<file path="src/sv/dsg_pkg.sv">
// Shared types and constants for the diagnostic service security gate.
// Item structs, service and response codes, and the queue entry format.
// No dependencies.
package dsg_pkg;

    localparam int QUEUE_DEPTH = 2;
    localparam int QPTR_W      = $clog2(QUEUE_DEPTH);
    localparam int QCNT_W      = $clog2(QUEUE_DEPTH + 1);

    localparam logic [7:0]  SID_TESTER_PRESENT  = 8'h3E;
    localparam logic [7:0]  SID_SECURITY_ACCESS = 8'h27;
    localparam logic [7:0]  SID_READ_BY_ID      = 8'h22;
    localparam logic [7:0]  SID_WRITE_BY_ID     = 8'h2E;
    localparam logic [7:0]  NEG_RESPONSE        = 8'h7F;
    localparam logic [7:0]  POS_OFFSET          = 8'h40;
    localparam logic [7:0]  SUB_REQUEST_SEED    = 8'h01;
    localparam logic [7:0]  SUB_SEND_KEY        = 8'h02;

    localparam logic [7:0]  NRC_NOT_SUPPORTED     = 8'h11;
    localparam logic [7:0]  NRC_SUB_NOT_SUPPORTED = 8'h12;
    localparam logic [7:0]  NRC_ACCESS_DENIED     = 8'h33;
    localparam logic [7:0]  NRC_INVALID_KEY       = 8'h35;
    localparam logic [7:0]  NRC_EXCEEDED          = 8'h36;
    localparam logic [7:0]  NRC_TIME_DELAY        = 8'h37;

    localparam logic [12:0] MAX_REQUEST_LEN = 13'd4096;
    localparam logic [3:0]  FAIL_SAT        = 4'd15;

    localparam logic [1:0]  CFG_SECRET_WORD   = 2'd0;
    localparam logic [1:0]  CFG_LOCKOUT_TICKS = 2'd1;
    localparam logic [1:0]  CFG_MAX_ATTEMPTS  = 2'd2;

    localparam logic [63:0] SECRET_RESET   = 64'h1122334455667788;
    localparam logic [31:0] LOCKOUT_RESET  = 32'd10000000;
    localparam logic [3:0]  ATTEMPTS_RESET = 4'd3;

    typedef struct packed {
        logic        command;
        logic [7:0]  service_id;
        logic [12:0] request_length;
        logic [7:0]  param_byte;
        logic [63:0] body_bytes;
        logic [63:0] fresh_seed;
    } in_item_t;

    typedef struct packed {
        logic [3:0]  resp_length;
        logic [7:0]  resp_byte0;
        logic [7:0]  resp_byte1;
        logic [7:0]  resp_byte2;
        logic [63:0] resp_seed;
    } out_item_t;

    typedef enum logic [2:0] {
        OP_TICK,
        OP_TESTER,
        OP_SA_NOSUB,
        OP_SEED,
        OP_KEY,
        OP_ID,
        OP_OTHER
    } op_t;

    typedef struct packed {
        op_t         op;
        logic [7:0]  sid;
        logic [7:0]  p1;
        logic [7:0]  p2;
        logic        len_ge2;
        logic        len_ge10;
        logic [63:0] data;
    } q_entry_t;

endpackage

</file>
<file path="src/sv/dsg_front.sv">
// Front end: accepts items and classifies them into queue entries.
// Drops requests of illegal length. Depends on dsg_pkg.
module dsg_front (
    input  logic              s_valid,
    output logic              s_ready,
    input  dsg_pkg::in_item_t s_item,
    input  logic              q_full,
    output logic              q_wr,
    output dsg_pkg::q_entry_t q_entry
);
    import dsg_pkg::*;

    logic len_ok;
    logic len_ge2;
    logic len_ge3;

    assign s_ready = !q_full;
    assign len_ge2 = s_item.request_length >= 13'd2;
    assign len_ge3 = s_item.request_length >= 13'd3;
    assign len_ok  = (s_item.request_length != 13'd0) &&
                     (s_item.request_length <= MAX_REQUEST_LEN);
    assign q_wr    = s_valid && s_ready && (s_item.command || len_ok);

    always_comb begin
        q_entry.sid      = s_item.service_id;
        q_entry.p1       = len_ge2 ? s_item.param_byte : 8'h00;
        q_entry.p2       = len_ge3 ? s_item.body_bytes[63:56] : 8'h00;
        q_entry.len_ge2  = len_ge2;
        q_entry.len_ge10 = s_item.request_length >= 13'd10;
        q_entry.data     = s_item.body_bytes;
        q_entry.op       = OP_OTHER;
        if (s_item.command) begin
            q_entry.op = OP_TICK;
        end else if (s_item.service_id == SID_TESTER_PRESENT) begin
            q_entry.op = OP_TESTER;
        end else if (s_item.service_id == SID_SECURITY_ACCESS) begin
            if (!len_ge2) begin
                q_entry.op = OP_SA_NOSUB;
            end else if (s_item.param_byte == SUB_REQUEST_SEED) begin
                q_entry.op   = OP_SEED;
                q_entry.data = s_item.fresh_seed;
            end else if (s_item.param_byte == SUB_SEND_KEY) begin
                q_entry.op = OP_KEY;
            end else begin
                q_entry.op = OP_SA_NOSUB;
            end
        end else if (s_item.service_id == SID_READ_BY_ID ||
                     s_item.service_id == SID_WRITE_BY_ID) begin
            q_entry.op = OP_ID;
        end
    end

endmodule

</file>
<file path="src/sv/dsg_queue.sv">
// Short FIFO of classified entries between front and back.
// Depends on dsg_pkg.
module dsg_queue (
    input  logic              aclk,
    input  logic              aresetn,
    input  logic              wr,
    input  dsg_pkg::q_entry_t wr_entry,
    input  logic              rd,
    output logic              q_valid,
    output logic              q_full,
    output dsg_pkg::q_entry_t head
);
    import dsg_pkg::*;

    q_entry_t          mem [QUEUE_DEPTH];
    logic [QPTR_W-1:0] wr_ptr_reg, wr_ptr_next;
    logic [QPTR_W-1:0] rd_ptr_reg, rd_ptr_next;
    logic [QCNT_W-1:0] count_reg, count_next;

    assign q_valid = count_reg != '0;
    assign q_full  = count_reg == QCNT_W'(QUEUE_DEPTH);
    assign head    = mem[rd_ptr_reg];

    always_comb begin
        wr_ptr_next = wr_ptr_reg;
        rd_ptr_next = rd_ptr_reg;
        count_next  = count_reg;
        if (wr) begin
            wr_ptr_next = (wr_ptr_reg == QPTR_W'(QUEUE_DEPTH - 1)) ? '0 : wr_ptr_reg + 1'b1;
        end
        if (rd) begin
            rd_ptr_next = (rd_ptr_reg == QPTR_W'(QUEUE_DEPTH - 1)) ? '0 : rd_ptr_reg + 1'b1;
        end
        if (wr && !rd) begin
            count_next = count_reg + 1'b1;
        end else if (rd && !wr) begin
            count_next = count_reg - 1'b1;
        end
    end

    always_ff @(posedge aclk) begin
        if (wr) begin
            mem[wr_ptr_reg] <= wr_entry;
        end
    end

    always_ff @(posedge aclk) begin
        if (!aresetn) begin
            wr_ptr_reg <= '0;
            rd_ptr_reg <= '0;
            count_reg  <= '0;
        end else begin
            wr_ptr_reg <= wr_ptr_next;
            rd_ptr_reg <= rd_ptr_next;
            count_reg  <= count_next;
        end
    end

    assert property (@(posedge aclk) disable iff (!aresetn)
        count_reg <= QCNT_W'(QUEUE_DEPTH))
        else $error("queue count overflow");

    assert property (@(posedge aclk) disable iff (!aresetn)
        (wr && !rd) |=> count_reg == $past(count_reg) + 1'b1)
        else $error("queue push lost");

    assert property (@(posedge aclk) disable iff (!aresetn)
        (count_reg == '0) |-> (wr_ptr_reg == rd_ptr_reg))
        else $error("queue pointers disagree when empty");

endmodule

</file>
<file path="src/sv/dsg_back.sv">
// Back end: security state, configuration registers and response register.
// Executes one queue entry per cycle unless a held response stalls a non-tick entry. Depends on dsg_pkg.
module dsg_back (
    input  logic               aclk,
    input  logic               aresetn,
    input  logic               q_valid,
    input  dsg_pkg::q_entry_t  head,
    output logic               q_rd,
    input  logic               cfg_valid,
    output logic               cfg_ready,
    input  logic [1:0]         cfg_index,
    input  logic [63:0]        cfg_data,
    output logic               m_valid,
    input  logic               m_ready,
    output dsg_pkg::out_item_t m_item
);
    import dsg_pkg::*;

    logic [63:0] secret_reg;
    logic [31:0] lockout_ticks_reg;
    logic [3:0]  max_attempts_reg;

    logic        unlocked_reg, unlocked_next;
    logic [63:0] seed_reg, seed_next;
    logic [3:0]  fail_reg, fail_next;
    logic        lock_active_reg, lock_active_next;
    logic [31:0] elapsed_reg, elapsed_next;

    logic        m_valid_reg, m_valid_next;
    out_item_t   m_item_reg, m_item_next;

    logic        in_force;
    logic        key_match;
    logic [3:0]  fail_inc;
    logic        emit;
    out_item_t   resp;

    assign cfg_ready = 1'b1;
    assign m_valid   = m_valid_reg;
    assign m_item    = m_item_reg;

    assign q_rd      = q_valid && (head.op == OP_TICK || !m_valid_reg || m_ready);
    assign in_force  = lock_active_reg && (elapsed_reg < lockout_ticks_reg);
    assign key_match = head.data == (seed_reg ^ secret_reg);
    assign fail_inc  = (fail_reg < FAIL_SAT) ? fail_reg + 4'd1 : fail_reg;

    always_comb begin
        unlocked_next    = unlocked_reg;
        seed_next        = seed_reg;
        fail_next        = fail_reg;
        lock_active_next = lock_active_reg;
        elapsed_next     = elapsed_reg;
        emit             = 1'b1;
        resp.resp_length = 4'd3;
        resp.resp_byte0  = NEG_RESPONSE;
        resp.resp_byte1  = head.sid;
        resp.resp_byte2  = NRC_NOT_SUPPORTED;
        resp.resp_seed   = '0;
        unique case (head.op)
            OP_TICK: begin
                emit = 1'b0;
                if (lock_active_reg && elapsed_reg != '1) begin
                    elapsed_next = elapsed_reg + 32'd1;
                end
            end
            OP_TESTER: begin
                resp.resp_length = head.len_ge2 ? 4'd2 : 4'd1;
                resp.resp_byte0  = head.sid + POS_OFFSET;
                resp.resp_byte1  = head.p1;
                resp.resp_byte2  = 8'h00;
            end
            OP_SA_NOSUB: begin
                resp.resp_byte2 = NRC_SUB_NOT_SUPPORTED;
            end
            OP_SEED: begin
                if (in_force) begin
                    resp.resp_byte2 = NRC_TIME_DELAY;
                end else begin
                    lock_active_next = 1'b0;
                    elapsed_next     = '0;
                    seed_next        = head.data;
                    resp.resp_length = 4'd10;
                    resp.resp_byte0  = head.sid + POS_OFFSET;
                    resp.resp_byte1  = head.p1;
                    resp.resp_byte2  = 8'h00;
                    resp.resp_seed   = head.data;
                end
            end
            OP_KEY: begin
                if (in_force) begin
                    resp.resp_byte2 = NRC_TIME_DELAY;
                end else if (!head.len_ge10) begin
                    resp.resp_byte2 = NRC_INVALID_KEY;
                end else if (key_match) begin
                    unlocked_next    = 1'b1;
                    fail_next        = '0;
                    resp.resp_length = 4'd2;
                    resp.resp_byte0  = head.sid + POS_OFFSET;
                    resp.resp_byte1  = head.p1;
                    resp.resp_byte2  = 8'h00;
                end else begin
                    fail_next = fail_inc;
                    if (fail_inc >= max_attempts_reg) begin
                        lock_active_next = 1'b1;
                        elapsed_next     = '0;
                        resp.resp_byte2  = NRC_EXCEEDED;
                    end else begin
                        resp.resp_byte2 = NRC_INVALID_KEY;
                    end
                end
            end
            OP_ID: begin
                if (!unlocked_reg) begin
                    resp.resp_byte2 = NRC_ACCESS_DENIED;
                end else begin
                    resp.resp_byte0 = head.sid + POS_OFFSET;
                    resp.resp_byte1 = head.p1;
                    resp.resp_byte2 = head.p2;
                end
            end
            OP_OTHER: begin
                resp.resp_byte2 = NRC_NOT_SUPPORTED;
            end
            default: begin
                emit = 1'b0;
            end
        endcase
    end

    always_comb begin
        m_valid_next = m_valid_reg && !m_ready;
        m_item_next  = m_item_reg;
        if (q_rd && emit) begin
            m_valid_next = 1'b1;
            m_item_next  = resp;
        end
    end

    always_ff @(posedge aclk) begin
        m_item_reg <= m_item_next;
    end

    always_ff @(posedge aclk) begin
        if (!aresetn) begin
            secret_reg        <= SECRET_RESET;
            lockout_ticks_reg <= LOCKOUT_RESET;
            max_attempts_reg  <= ATTEMPTS_RESET;
            unlocked_reg      <= 1'b0;
            seed_reg          <= '0;
            fail_reg          <= '0;
            lock_active_reg   <= 1'b0;
            elapsed_reg       <= '0;
            m_valid_reg       <= 1'b0;
        end else begin
            if (cfg_valid && cfg_ready) begin
                unique case (cfg_index)
                    CFG_SECRET_WORD:   secret_reg        <= cfg_data;
                    CFG_LOCKOUT_TICKS: lockout_ticks_reg <= cfg_data[31:0];
                    CFG_MAX_ATTEMPTS:  max_attempts_reg  <= cfg_data[3:0];
                    default: ;
                endcase
            end
            if (q_rd) begin
                unlocked_reg    <= unlocked_next;
                seed_reg        <= seed_next;
                fail_reg        <= fail_next;
                lock_active_reg <= lock_active_next;
                elapsed_reg     <= elapsed_next;
            end
            m_valid_reg <= m_valid_next;
        end
    end

    assert property (@(posedge aclk) disable iff (!aresetn)
        (q_rd && head.op == OP_SEED && !in_force) |=> !lock_active_reg)
        else $error("seed grant left lockout active");

    assert property (@(posedge aclk) disable iff (!aresetn)
        (q_rd && head.op == OP_KEY && !in_force && head.len_ge10 && key_match)
        |=> (unlocked_reg && fail_reg == '0))
        else $error("matching key did not unlock");

    assert property (@(posedge aclk) disable iff (!aresetn)
        (q_rd && head.op == OP_TICK && !m_valid_reg) |=> !m_valid_reg)
        else $error("tick produced a response");

    assert property (@(posedge aclk) disable iff (!aresetn)
        (q_valid && head.op != OP_TICK && m_valid_reg && !m_ready) |-> !q_rd)
        else $error("response overwritten while stalled");

endmodule

</file>
<file path="src/sv/diag_service_security_gate.sv">
// Diagnostic service security gate: seed/key unlock with failed-key lockout.
// An accepted request is written into the queue, then executed into the registered response.
// Throughput: one item per cycle, set by the single-entry execute step in the back end, while no response is held.
// Ticks and dropped requests give no response; a full 2-entry queue drops s_ready.
// Synchronous active-low reset clears the security state and restores register defaults.
// Depends on dsg_pkg, dsg_front, dsg_queue and dsg_back.
module diag_service_security_gate (
    input  logic               aclk,
    input  logic               aresetn,
    input  logic               s_valid,
    output logic               s_ready,
    input  dsg_pkg::in_item_t  s_item,
    output logic               m_valid,
    input  logic               m_ready,
    output dsg_pkg::out_item_t m_item,
    input  logic               cfg_valid,
    output logic               cfg_ready,
    input  logic [1:0]         cfg_index,
    input  logic [63:0]        cfg_data
);
    import dsg_pkg::*;

    logic     q_wr;
    logic     q_rd;
    logic     q_valid;
    logic     q_full;
    q_entry_t wr_entry;
    q_entry_t head;

    dsg_front u_front (
        .s_valid (s_valid),
        .s_ready (s_ready),
        .s_item  (s_item),
        .q_full  (q_full),
        .q_wr    (q_wr),
        .q_entry (wr_entry)
    );

    dsg_queue u_queue (
        .aclk     (aclk),
        .aresetn  (aresetn),
        .wr       (q_wr),
        .wr_entry (wr_entry),
        .rd       (q_rd),
        .q_valid  (q_valid),
        .q_full   (q_full),
        .head     (head)
    );

    dsg_back u_back (
        .aclk      (aclk),
        .aresetn   (aresetn),
        .q_valid   (q_valid),
        .head      (head),
        .q_rd      (q_rd),
        .cfg_valid (cfg_valid),
        .cfg_ready (cfg_ready),
        .cfg_index (cfg_index),
        .cfg_data  (cfg_data),
        .m_valid   (m_valid),
        .m_ready   (m_ready),
        .m_item    (m_item)
    );

endmodule
</file>
<file path="config.mk">
export PLATFORM = sky130hd
export DESIGN_NAME = diag_service_security_gate
export DESIGN_NICKNAME = d
export VERILOG_FILES = /design/src/sv/dsg_pkg.sv /design/src/sv/dsg_front.sv /design/src/sv/dsg_queue.sv /design/src/sv/dsg_back.sv /design/src/sv/diag_service_security_gate.sv
export SDC_FILE = /design/constraint.sdc
export NUM_CORES = 1
export LEC_CHECK = 0
export BUFFER_PORTS_ARGS = -buffer_cell sky130_fd_sc_hd__buf_2
export CAP_MARGIN = 20
export CORE_AREA = 2 2 218 241
export CTS_BUF_LIST = sky130_fd_sc_hd__clkbuf_8
export CTS_CLUSTER_DIAMETER = 100
export CTS_CLUSTER_SIZE = 30
export DETAILED_ROUTE_END_ITERATION = 10
export DIE_AREA = 0 0 220 243
export SYNTH_ARGS = -nofsm -noshare
export SYNTH_HDL_FRONTEND = slang
export SYNTH_SLANG_ARGS = --single-unit
</file>
<file path="constraint.sdc">
create_clock -name aclk -period 8.5 [get_ports aclk]
set_input_delay 0.85 -clock aclk [delete_from_list [all_inputs] [get_ports aclk]]
set_output_delay 0.85 -clock aclk [all_outputs]
set_load 0.02 [all_outputs]
</file>
==> results of run 1 <==
worst max-delay path: cells and delay by family (launching register included):
family | cells | cell delay [ns]
multiplexers | 2 | 1.09
buffers and inverters | 1 | 0.48
flip-flops | 1 | 0.38
AO/OA/AOI/OAI | 2 | 0.56
AND/OR/NAND/NOR | 3 | 1.32
XOR/XNOR | 1 | 0.16
synth_stat cells (9+ instances only):
| cell | number |
|---|---|
| mux2i_2 | 14 |
| mux2_2 | 70 |
| nor4_1 | 27 |
| nand2_1 | 244 |
| and2_1 | 17 |
| xor2_1 | 67 |
| nor2_1 | 188 |
| nor2b_1 | 11 |
| a31oi_1 | 15 |
| a21oi_1 | 83 |
| a211oi_1 | 71 |
| nor3_1 | 12 |
| o21ai_0 | 28 |
| buf_1 | 9 |
| clkbuf_1 | 66 |
| dfxtp_1 | 208 |
| ha_1 | 38 |
| mux2i_1 | 71 |
| edfxtp_1 | 277 |
| nand4_1 | 21 |
| buf_2 | 11 |
| xnor2_1 | 69 |
| inv_1 | 45 |
| nand3_1 | 48 |
| o211ai_1 | 11 |
path summary, 6_finish.rpt:
| path | from | end | slack (ns) | depth (start not counted) |
|---|---|---|---|---|
| min | s_item[154] | u_queue.mem[0][87] | 0.40 | 1 |
| max reg2reg | flop | u_back.m_item[79] | 4.03 | 9 |
| max | flop | u_back.m_item[79] | 4.03 | 9 |
| min reg2reg | u_back.lockout_ticks_reg[11] | u_back.lockout_ticks_reg[11] | 0.47 | 2 |
logic make-up after synthesis:
group / count (synthesis) / synth area share [%]
AOI/OAI and AO/OA: 263 / 8.21
xor gates and xnor gates: 136 / 5.62
adders and majority gates: 38 / 2.25
buffers and inverters: 145 / 3.13
DFF: 485 / 58.9
muxes: 163 / 8.84
other: 2 / 0.0355
and+or+nand+nor: 614 / 13.0
metal layers:
| layer | global-route usage [%] | vias to the layer above | routed length (microns) |
|---|---|---|---|
| met5 | 0 | - | 0 |
| met4 | 6.49 | 0 | 1660 |
| met3 | 2.23 | 63 | 2500 |
| met2 | 35.5 | 385 | 28100 |
| met1 | 28.4 | 7235 | 24900 |
| li1 | - | 7108 | - |
stage by stage:
stage	utilization (%)	hold WS, ns	cell area (sq um)	worst slack [ns]	instances
2_1_floorplan	-	0.436	21200	1.97	1846
4_1_cts	46.6	0.368	23700	3.89	2789
5_1_grt	46.7	0.382	23800	3.66	2794
3_5_place_dp	45.8	0.450	23300	3.95	2753
3_3_place_gp	45.8	0.444	23300	3.97	2752
6_report	46.7	0.403	23800	4.03	2794
power breakdown:
| part | switching, W | internal (W) | leakage (nW) |
|---|---|---|---|
| clock | 0.000697 | 0.000271 | 0.239 |
| combinational | 0.00125 | 0.000619 | 4.34 |
| sequential | 0.000138 | 0.00292 | 4.26 |
area by class of cell:
class | count | area [sq um] | share of cell area [%]
Antenna cell | 3 | 7.51 | 0.0316
Clock buffer | 21 | 289 | 1.22
Multi-Input combinational cell | 1216 | 8090 | 34.0
Tap cell | 667 | 835 | 3.51
Sequential cell | 485 | 12500 | 52.5
Timing Repair Buffer | 341 | 1790 | 7.53
Inverter | 46 | 175 | 0.737
Clock inverter | 15 | 101 | 0.426
==> impl_metrics.toml, run 1 <==
[clock_tree]
cts-root-buf = "clkbuf_8"
cts_tree = "yes"
clockBufferDepth = 3
cts_max_level = 1
post-cts-setup-buffer-count = 0
cts_buffers = 20
cts_hold_buf = 0
path_clk_slew_ns = 0.17
cts_resized = 0
numClockSinks = 485
clk_latency_ns = 0.64

[worst_setup_path]
cp-end-kind = "flop"
crit_required_ns = 8.90
crit_fanout = 103
arrival_ns = 4.87
critical_path_class = "reg -> reg"
slowest_stage = "nor4_4"
path_cells = "buf_12 -> mux2i_1 -> xnor2_1 -> nor4_1 -> nand4_1 -> nor4_4 -> a21oi_2 -> a21o_1 -> mux4_2"
max_stage_delay_ns = 0.57
start_kind = "flop"

[sta]
slew_headroom_pct = 23.9
hold_viol = 0
fmax_ghz = 0.224
finalClockSkew_ns = 0.0264
setup_viol = 0
fin_tns_setup_ns = 0
finalCritPeriodShare_pct = 52.6
worstMarginPinSlew_ns = 1.14
rsz0062_at_grt = "false"
slew_viol_final = 0
post-route-min-period_ns = 4.47

[layout]
fin_nets = 2377
final_cell_mix = "buf_2 (321), edfxtp_1 (277), nand2_1 (244)"
fillers = 4763
final_common_cell = "buf_2"
layout-drive-gt1-share_pct = 22.7
area_delta_synth_final_pct = 12.2
largest_reg_flops = 186

[global_route]
grt_antenna_before_repair = 4
grt_pass1_vias = 14600
grt_usage_pct = 21.0
gr-total-overflow = 0
grt_max_degree = 104
grt_pass1_wl_mm = 86.2

[synth]
synth_edf_count = 277
netlist.area_leader.share_pct = 39.3
yosysUniqueCellTypes = 65
yosysTopAreaCell = "edfxtp_1"
synth_seq_area_share_pct = 58.9
synthesis.nets = 2113
async_flop_share_pct = 0
syn_area_sq_um = 21200
avgSynthCellArea_sq_um = 11.5
ys_seq_elements = 485
synth_area_leaders = "edfxtp_1 (39%), dfxtp_1 (20%), nand2_1 (4.3%)"
ys.flop_type = "edfxtp_1"
ys_warn_count = 0
synthCells = 1846

[placement]
hpwl_mm = 40.0
routabilityCongestion = 0.834
io_buffer_count = 321

[power_and_ir_drop]
design_power_total_w = 0.00590
leakage_nw = 8.84
ir_worst_vdd_mv = 0.196
p_per_area_nw_per_um2 = 248

[die]
dieArea_sq_um = 53500
rows = 87
core_sq_um = 50900
io_pins = 324
initial_utilization_pct = 41.6
die_w_microns = 220
chipHeight_microns = 243

[route]
avgViaCountPerCell = 5.29
detail_route.drc_violations = 0
route.vias.total = 14800
postRouteAntennaNets = 0
routedWlPerCell_microns = 20.5
routed_wl_mm = 57.3
drt_iter0_drc = 1056
drt-pass1-iter-count = 5

[flow_run]
maxCapViolCount = 0

[outcome]
status = "finished, final reports clean"

[worst_hold_path]
hold_class = "in -> reg"
No activity file was read; power rests on OpenSTA's default activity.
==> run 2, diff against run 1 <==
- ABC_AREA: unset -> 1
- CORE_AREA: 2 2 218 241 -> 2 2 231 255
- DIE_AREA: 0 0 220 243 -> 0 0 233 257
- clock period: 8.5 -> 4.7 ns (I/O delays scaled with it)
==> impl_metrics.toml, run 2 <==
[synth]
post-synth-top-count-cell = "nand2_1"
synth_edf_count = 277
ys.flop_type = "edfxtp_1"
netlist.area_leader.share_pct = 34.9
synth_seq_area_share_pct = 52.3
syn_area_sq_um = 23800
synthesis.nets = 3142
ys_seq_elements = 485
avgSynthCellArea_sq_um = 8.29
synthCells = 2875
ys_warn_count = 0
yosysTopAreaCell = "edfxtp_1"
synth_commonest_cells = "nand2_1 (815), inv_1 (351), edfxtp_1 (277)"
synth_area_leaders = "edfxtp_1 (35%), dfxtp_1 (17%), nand2_1 (13%)"
async_flop_share_pct = 0
yosysUniqueCellTypes = 43

[worst_setup_path]
cp-end-kind = "flop"
cpMostUsedCell = "nand2_1"
path_cells = "inv_4 -> buf_4 -> o21ai_0 -> nand2_1 -> nand2_1 -> nor2_1 -> nand2_1 -> nor2_1 -> nand2_1 -> nor2_1 -> nand2_2 -> nand2_2 -> nand2_4 -> nand3_2 -> buf_4 -> nand2_1 -> inv_1 -> nor2_1"
slowest_stage = "inv_4"
arrival_ns = 4.15
crit_fanout = 70
r2r_cells = 18
critical_path_class = "reg -> reg"
crit_required_ns = 5.25
start_kind = "flop"
max_stage_delay_ns = 0.54

[route]
postRouteAntennaNets = 0
avgViaCountPerCell = 5.08
drt_iter0_drc = 1710
route.vias.total = 19800
routedWlPerCell_microns = 18.1
detail_route.drc_violations = 0
routed_wl_mm = 70.6
drt-pass1-iter-count = 7

[layout]
layout-drive-gt1-share_pct = 15.4
fin_nets = 3405
fillers = 5557
area_delta_synth_final_pct = 12.3
final_cell_mix = "nand2_1 (813), inv_1 (354), buf_2 (320)"
final_common_cell = "nand2_1"
largest_reg_flops = 186

[sta]
finalClockSkew_ns = 0.0507
slew_viol_final = 0
hold_viol = 0
fin_ws_ns = 1.09
slew_headroom_pct = 32.5
rsz0062_at_grt = "false"
setup_viol = 0
fmax_ghz = 0.277
post-route-min-period_ns = 3.61
finalCritPeriodShare_pct = 76.7
fin_tns_setup_ns = 0
worstMarginPinSlew_ns = 1.01

[power_and_ir_drop]
leakage_nw = 11.7
p_per_area_nw_per_um2 = 497
ir_worst_vdd_mv = 0.307

[die]
initial_utilization_pct = 41.7
chipHeight_microns = 257
dieArea_sq_um = 59900
rows = 92
die_w_microns = 233
io_pins = 324
core_sq_um = 57200

[clock_tree]
numClockSinks = 485
clockBufferDepth = 3
cts_tree = "yes"
cts_buffers = 22
cts-root-buf = "clkbuf_8"
path_clk_slew_ns = 0.18
cts_max_level = 1
clk_latency_ns = 0.68

[worst_hold_path]
hold_class = "in -> reg"
hold-path-cell-count = 3
min-delay-start = "cfg_data[53]"

[flow_run]
maxCapViolCount = 0

[placement]
place_ws_ns = 1.20
hpwl_mm = 49.9
routabilityCongestion = 0.886
io_buffer_count = 321

[global_route]
grt_antenna_before_repair = 2
gr-total-overflow = 0
grt_max_degree = 148
grt_usage_pct = 23.1
grt_pass1_vias = 18800
grt_pass1_wl_mm = 107

[outcome]
status = "finished, final reports clean"
## run 2: final timing paths
path	slack (ns)	to
max	1.09	u_back.elapsed_reg[10]
min	0.03	u_back.secret_reg[53]
max reg2reg	1.09	u_back.elapsed_reg[10]
min reg2reg	0.43	flop
## run 2: report_power, final
part	total [W]	internal, W	switching [W]
registers	0.00604	0.00554	0.000500
logic	0.00531	0.00155	0.00376
clock network	0.00197	0.000559	0.00141
## run 2: kinds of logic (layout without fill, tap and decap cells)
group,Yosys count,in the layout,share of synthesized area [%]
other,2,4,0.0315
xor gates and xnor gates,78,78,2.87
DFF,485,485,52.3
adders and majority gates,38,38,1.99
AOI/OAI and AO/OA,409,409,9.06
and+or+nand+nor,1322,1322,22.6
buffers and inverters,477,754,8.07
muxes,64,64,3.02
## run 2: through the flow
stage	power, W	util [%]	hold WS [ns]	cell area [sq um]	cells
floorplan	0.00965	-	0.426	23900	2875
global placement	0.0113	45.8	0.424	26200	3855
detailed placement	0.0114	45.8	0.435	26200	3855
CTS	0.0134	46.8	0.00268	26800	3904
global route	0.0142	46.8	0.00614	26800	3906
finish	0.0133	46.8	0.0320	26800	3906
## run 2: timing repair
| item | in CTS | in global routing |
|---|---|---|
| resized for setup | 0 | 0 |
| buffers inserted | 0 | 0 |
| endpoints found under the hold margin | 16 | 0 |
| hold buffers | 11 | 0 |
## run 2: cell type report
type / instances / area, sq um / area share (%)
clock buffer: 23 / 317 / 1.18
multi-input combinational: 1913 / 9500 / 35.5
inverter: 359 / 1350 / 5.04
sequential: 485 / 12500 / 46.6
timing repair buffer: 357 / 2010 / 7.50
tap: 752 / 941 / 3.52
antenna: 2 / 5.00 / 0.0187
clock inverter: 15 / 158 / 0.589
## run 2: worst max-delay path, delay by kind of cell (launching register included)
| kind | cells | cell delay [ns] |
|---|---|---|
| AO/OA/AOI/OAI | 1 | 0.16 |
| flip-flops | 1 | 0.40 |
| AND/OR/NAND/NOR | 13 | 1.54 |
| buffers and inverters | 4 | 1.33 |
## run 2: per-layer routing
metal,GRT usage [%],vias up,part of all wire (%)
li1,-,9842,-
met3,2.06,72,5.2
met1,32.2,9344,45
met4,5.41,0,2.0
met5,0,-,0
met2,38.8,585,48
==> run 3, diff against run 2 <==
- ABC_AREA: 1 -> 0
- CORE_AREA: 2 2 231 255 -> 2 2 218 241
- DIE_AREA: 0 0 233 257 -> 0 0 220 243
- clock period: 4.7 -> 3.7 ns (I/O delays scaled with it)
==> impl_metrics.toml, run 3 (synthesized netlist as in run 1, its figures left out) <==
[clock_tree]
path_clk_slew_ns = 0.20
cts-root-buf = "clkbuf_8"
cts_max_level = 1
post-cts-setup-buffer-count = 0
numClockSinks = 485
clk_latency_ns = 0.67
cts_tree = "yes"
cts_buffers = 20
clockBufferDepth = 3

[route]
routedWlPerCell_microns = 20.3
route.vias.total = 15100
routed_wl_mm = 59.2
postRouteAntennaNets = 0
drt_iter0_drc = 910
drt-pass1-iter-count = 6
avgViaCountPerCell = 5.20
detail_route.drc_violations = 0

[sta]
whs_ns = 0.0387
setup_viol = 0
worstMarginPinSlew_ns = 1.04
fmax_ghz = 0.283
finalCritPeriodShare_pct = 95.7
finalClockSkew_ns = 0.0697
rsz0062_at_grt = "false"
fin_tns_setup_ns = 0
hold_viol = 0
post-route-min-period_ns = 3.54
slew_viol_final = 0
slew_headroom_pct = 30.3

[worst_setup_path]
path_depth = 10
start_kind = "flop"
critical_path_class = "reg -> reg"
r2r_cells = 10
crit_required_ns = 4.09
crit_fanout = 36
crit_path_end = "u_back.m_item[78]"
path_cells = "buf_12 -> mux2i_1 -> xnor2_1 -> nor4_2 -> nand4_1 -> nor4_4 -> a21oi_2 -> a21o_1 -> buf_12 -> mux4_2"
r2r_setup_slack_ns = 0.16
cp-end-kind = "flop"
reg2reg_to = "u_back.m_item[78]"
cpMostUsedCell = "buf_12"
path_delay_family = "simple AND/OR/NAND/NOR gates"
crit_buf_inv = 2
arrival_ns = 3.93
max_stage_delay_ns = 0.44
slowest_stage = "nor4_4"

[global_route]
grt_antenna_before_repair = 1
grt_max_degree = 77
gr-total-overflow = 0
grt_pass1_wl_mm = 88.2
grt_pass1_vias = 14800
grt_usage_pct = 21.7

[die]
initial_utilization_pct = 41.6
io_pins = 324
rows = 87
die_w_microns = 220
core_sq_um = 50900
chipHeight_microns = 243
dieArea_sq_um = 53500

[layout]
fillers = 4683
final_cell_mix = "buf_2 (321), edfxtp_1 (277), nand2_1 (244)"
final_common_cell = "buf_2"
largest_reg_flops = 186
finalCoreUtilization_pct = 49.0
area_delta_synth_final_pct = 18.0
fin_nets = 2495
layout-drive-gt1-share_pct = 23.6

[power_and_ir_drop]
ir_worst_vdd_mv = 0.361
leakage_nw = 9.42
p_per_area_nw_per_um2 = 552

[flow_run]
maxCapViolCount = 0

[placement]
routabilityCongestion = 0.824
io_buffer_count = 321
hpwl_mm = 42.1

[worst_hold_path]
hold_class = "in -> reg"

[outcome]
status = "finished, final reports clean"
run 3: changes by cell type in the layout (fill, tap and decap cells not counted), sizes merged, moves of 30 or more:
cell and change:
a211oi +70, a21oi -68, buf +39, dlygate4sd3 +63, inv -307, mux2i +85, nand2 -577, nand3 -97
nor2 -78, o21ai -193, xnor2 +30
run 3: worst min-delay path by stage:
stage,start,to,cells after the start
5_1_grt,s_item[16],u_queue.mem[1][16],2
6_report,s_item[104],u_queue.mem[1][40],2
3_3_place_gp,u_back.lockout_ticks_reg[4],u_back.lockout_ticks_reg[4],2
3_5_place_dp,u_back.lockout_ticks_reg[2],u_back.lockout_ticks_reg[2],2
4_1_cts,s_item[14],u_queue.mem[0][14],2
2_1_floorplan,u_back.lockout_ticks_reg[11],u_back.lockout_ticks_reg[11],2
run 3: per-layer routing:
metal	vias to the layer above	GRT usage (%)	share of wire (%)
met1	7298	28.7	42
met2	408	37.3	50
met3	70	2.28	4.7
met4	0	6.65	2.9
li1	7343	-	-
met5	-	0	0
run 3: where the power goes:
group | internal, W | switching [W]
Combinational | 0.00169 | 0.00290
Sequential | 0.00671 | 0.000325
Clock | 0.000556 | 0.00163
Total | 0.00895 | 0.00485
run 3: final cells by class:
class	count	area (sq um)	area share [%]
diodes	1	2.50	0.0100
multi-input cells	1216	8120	32.5
clock buffers	21	289	1.16
clock inverters	15	77.6	0.310
well taps	667	835	3.34
flip-flops and latches	485	12500	50.0
repair buffers	459	3000	12.0
inverters	46	175	0.701
run 3: worst register-to-register path, cell delays in order, from the launching register on:
cell and delay (ns):
dfxtp_4 0.42, buf_12 0.26, mux2i_1 0.44, xnor2_1 0.19, nor4_2 0.42, nand4_1 0.21, nor4_4 0.45, a21oi_2 0.09
a21o_1 0.20, buf_12 0.16, mux4_2 0.44
run 3: metrics by stage:
step	instance area, sq um	cells	power, W	setup slack, ns
floorplan	21200	1846	0.0101	-0.851
global placement	23900	2799	0.0117	0.0586
detailed placement	23900	2799	0.0117	0.0357
CTS	25000	2907	0.0139	0.0201
global route	25000	2910	0.0145	0.0320
finish	25000	2910	0.0138	0.161
run 3: repair_timing:
| item | CTS | global route |
|---|---|---|
| hold buffers | 72 | 2 |
| endpoints found under the hold margin | 110 | 3 |
| resized for setup | 1 | 2 |
| setup endpoints to repair | 8 | 12 |
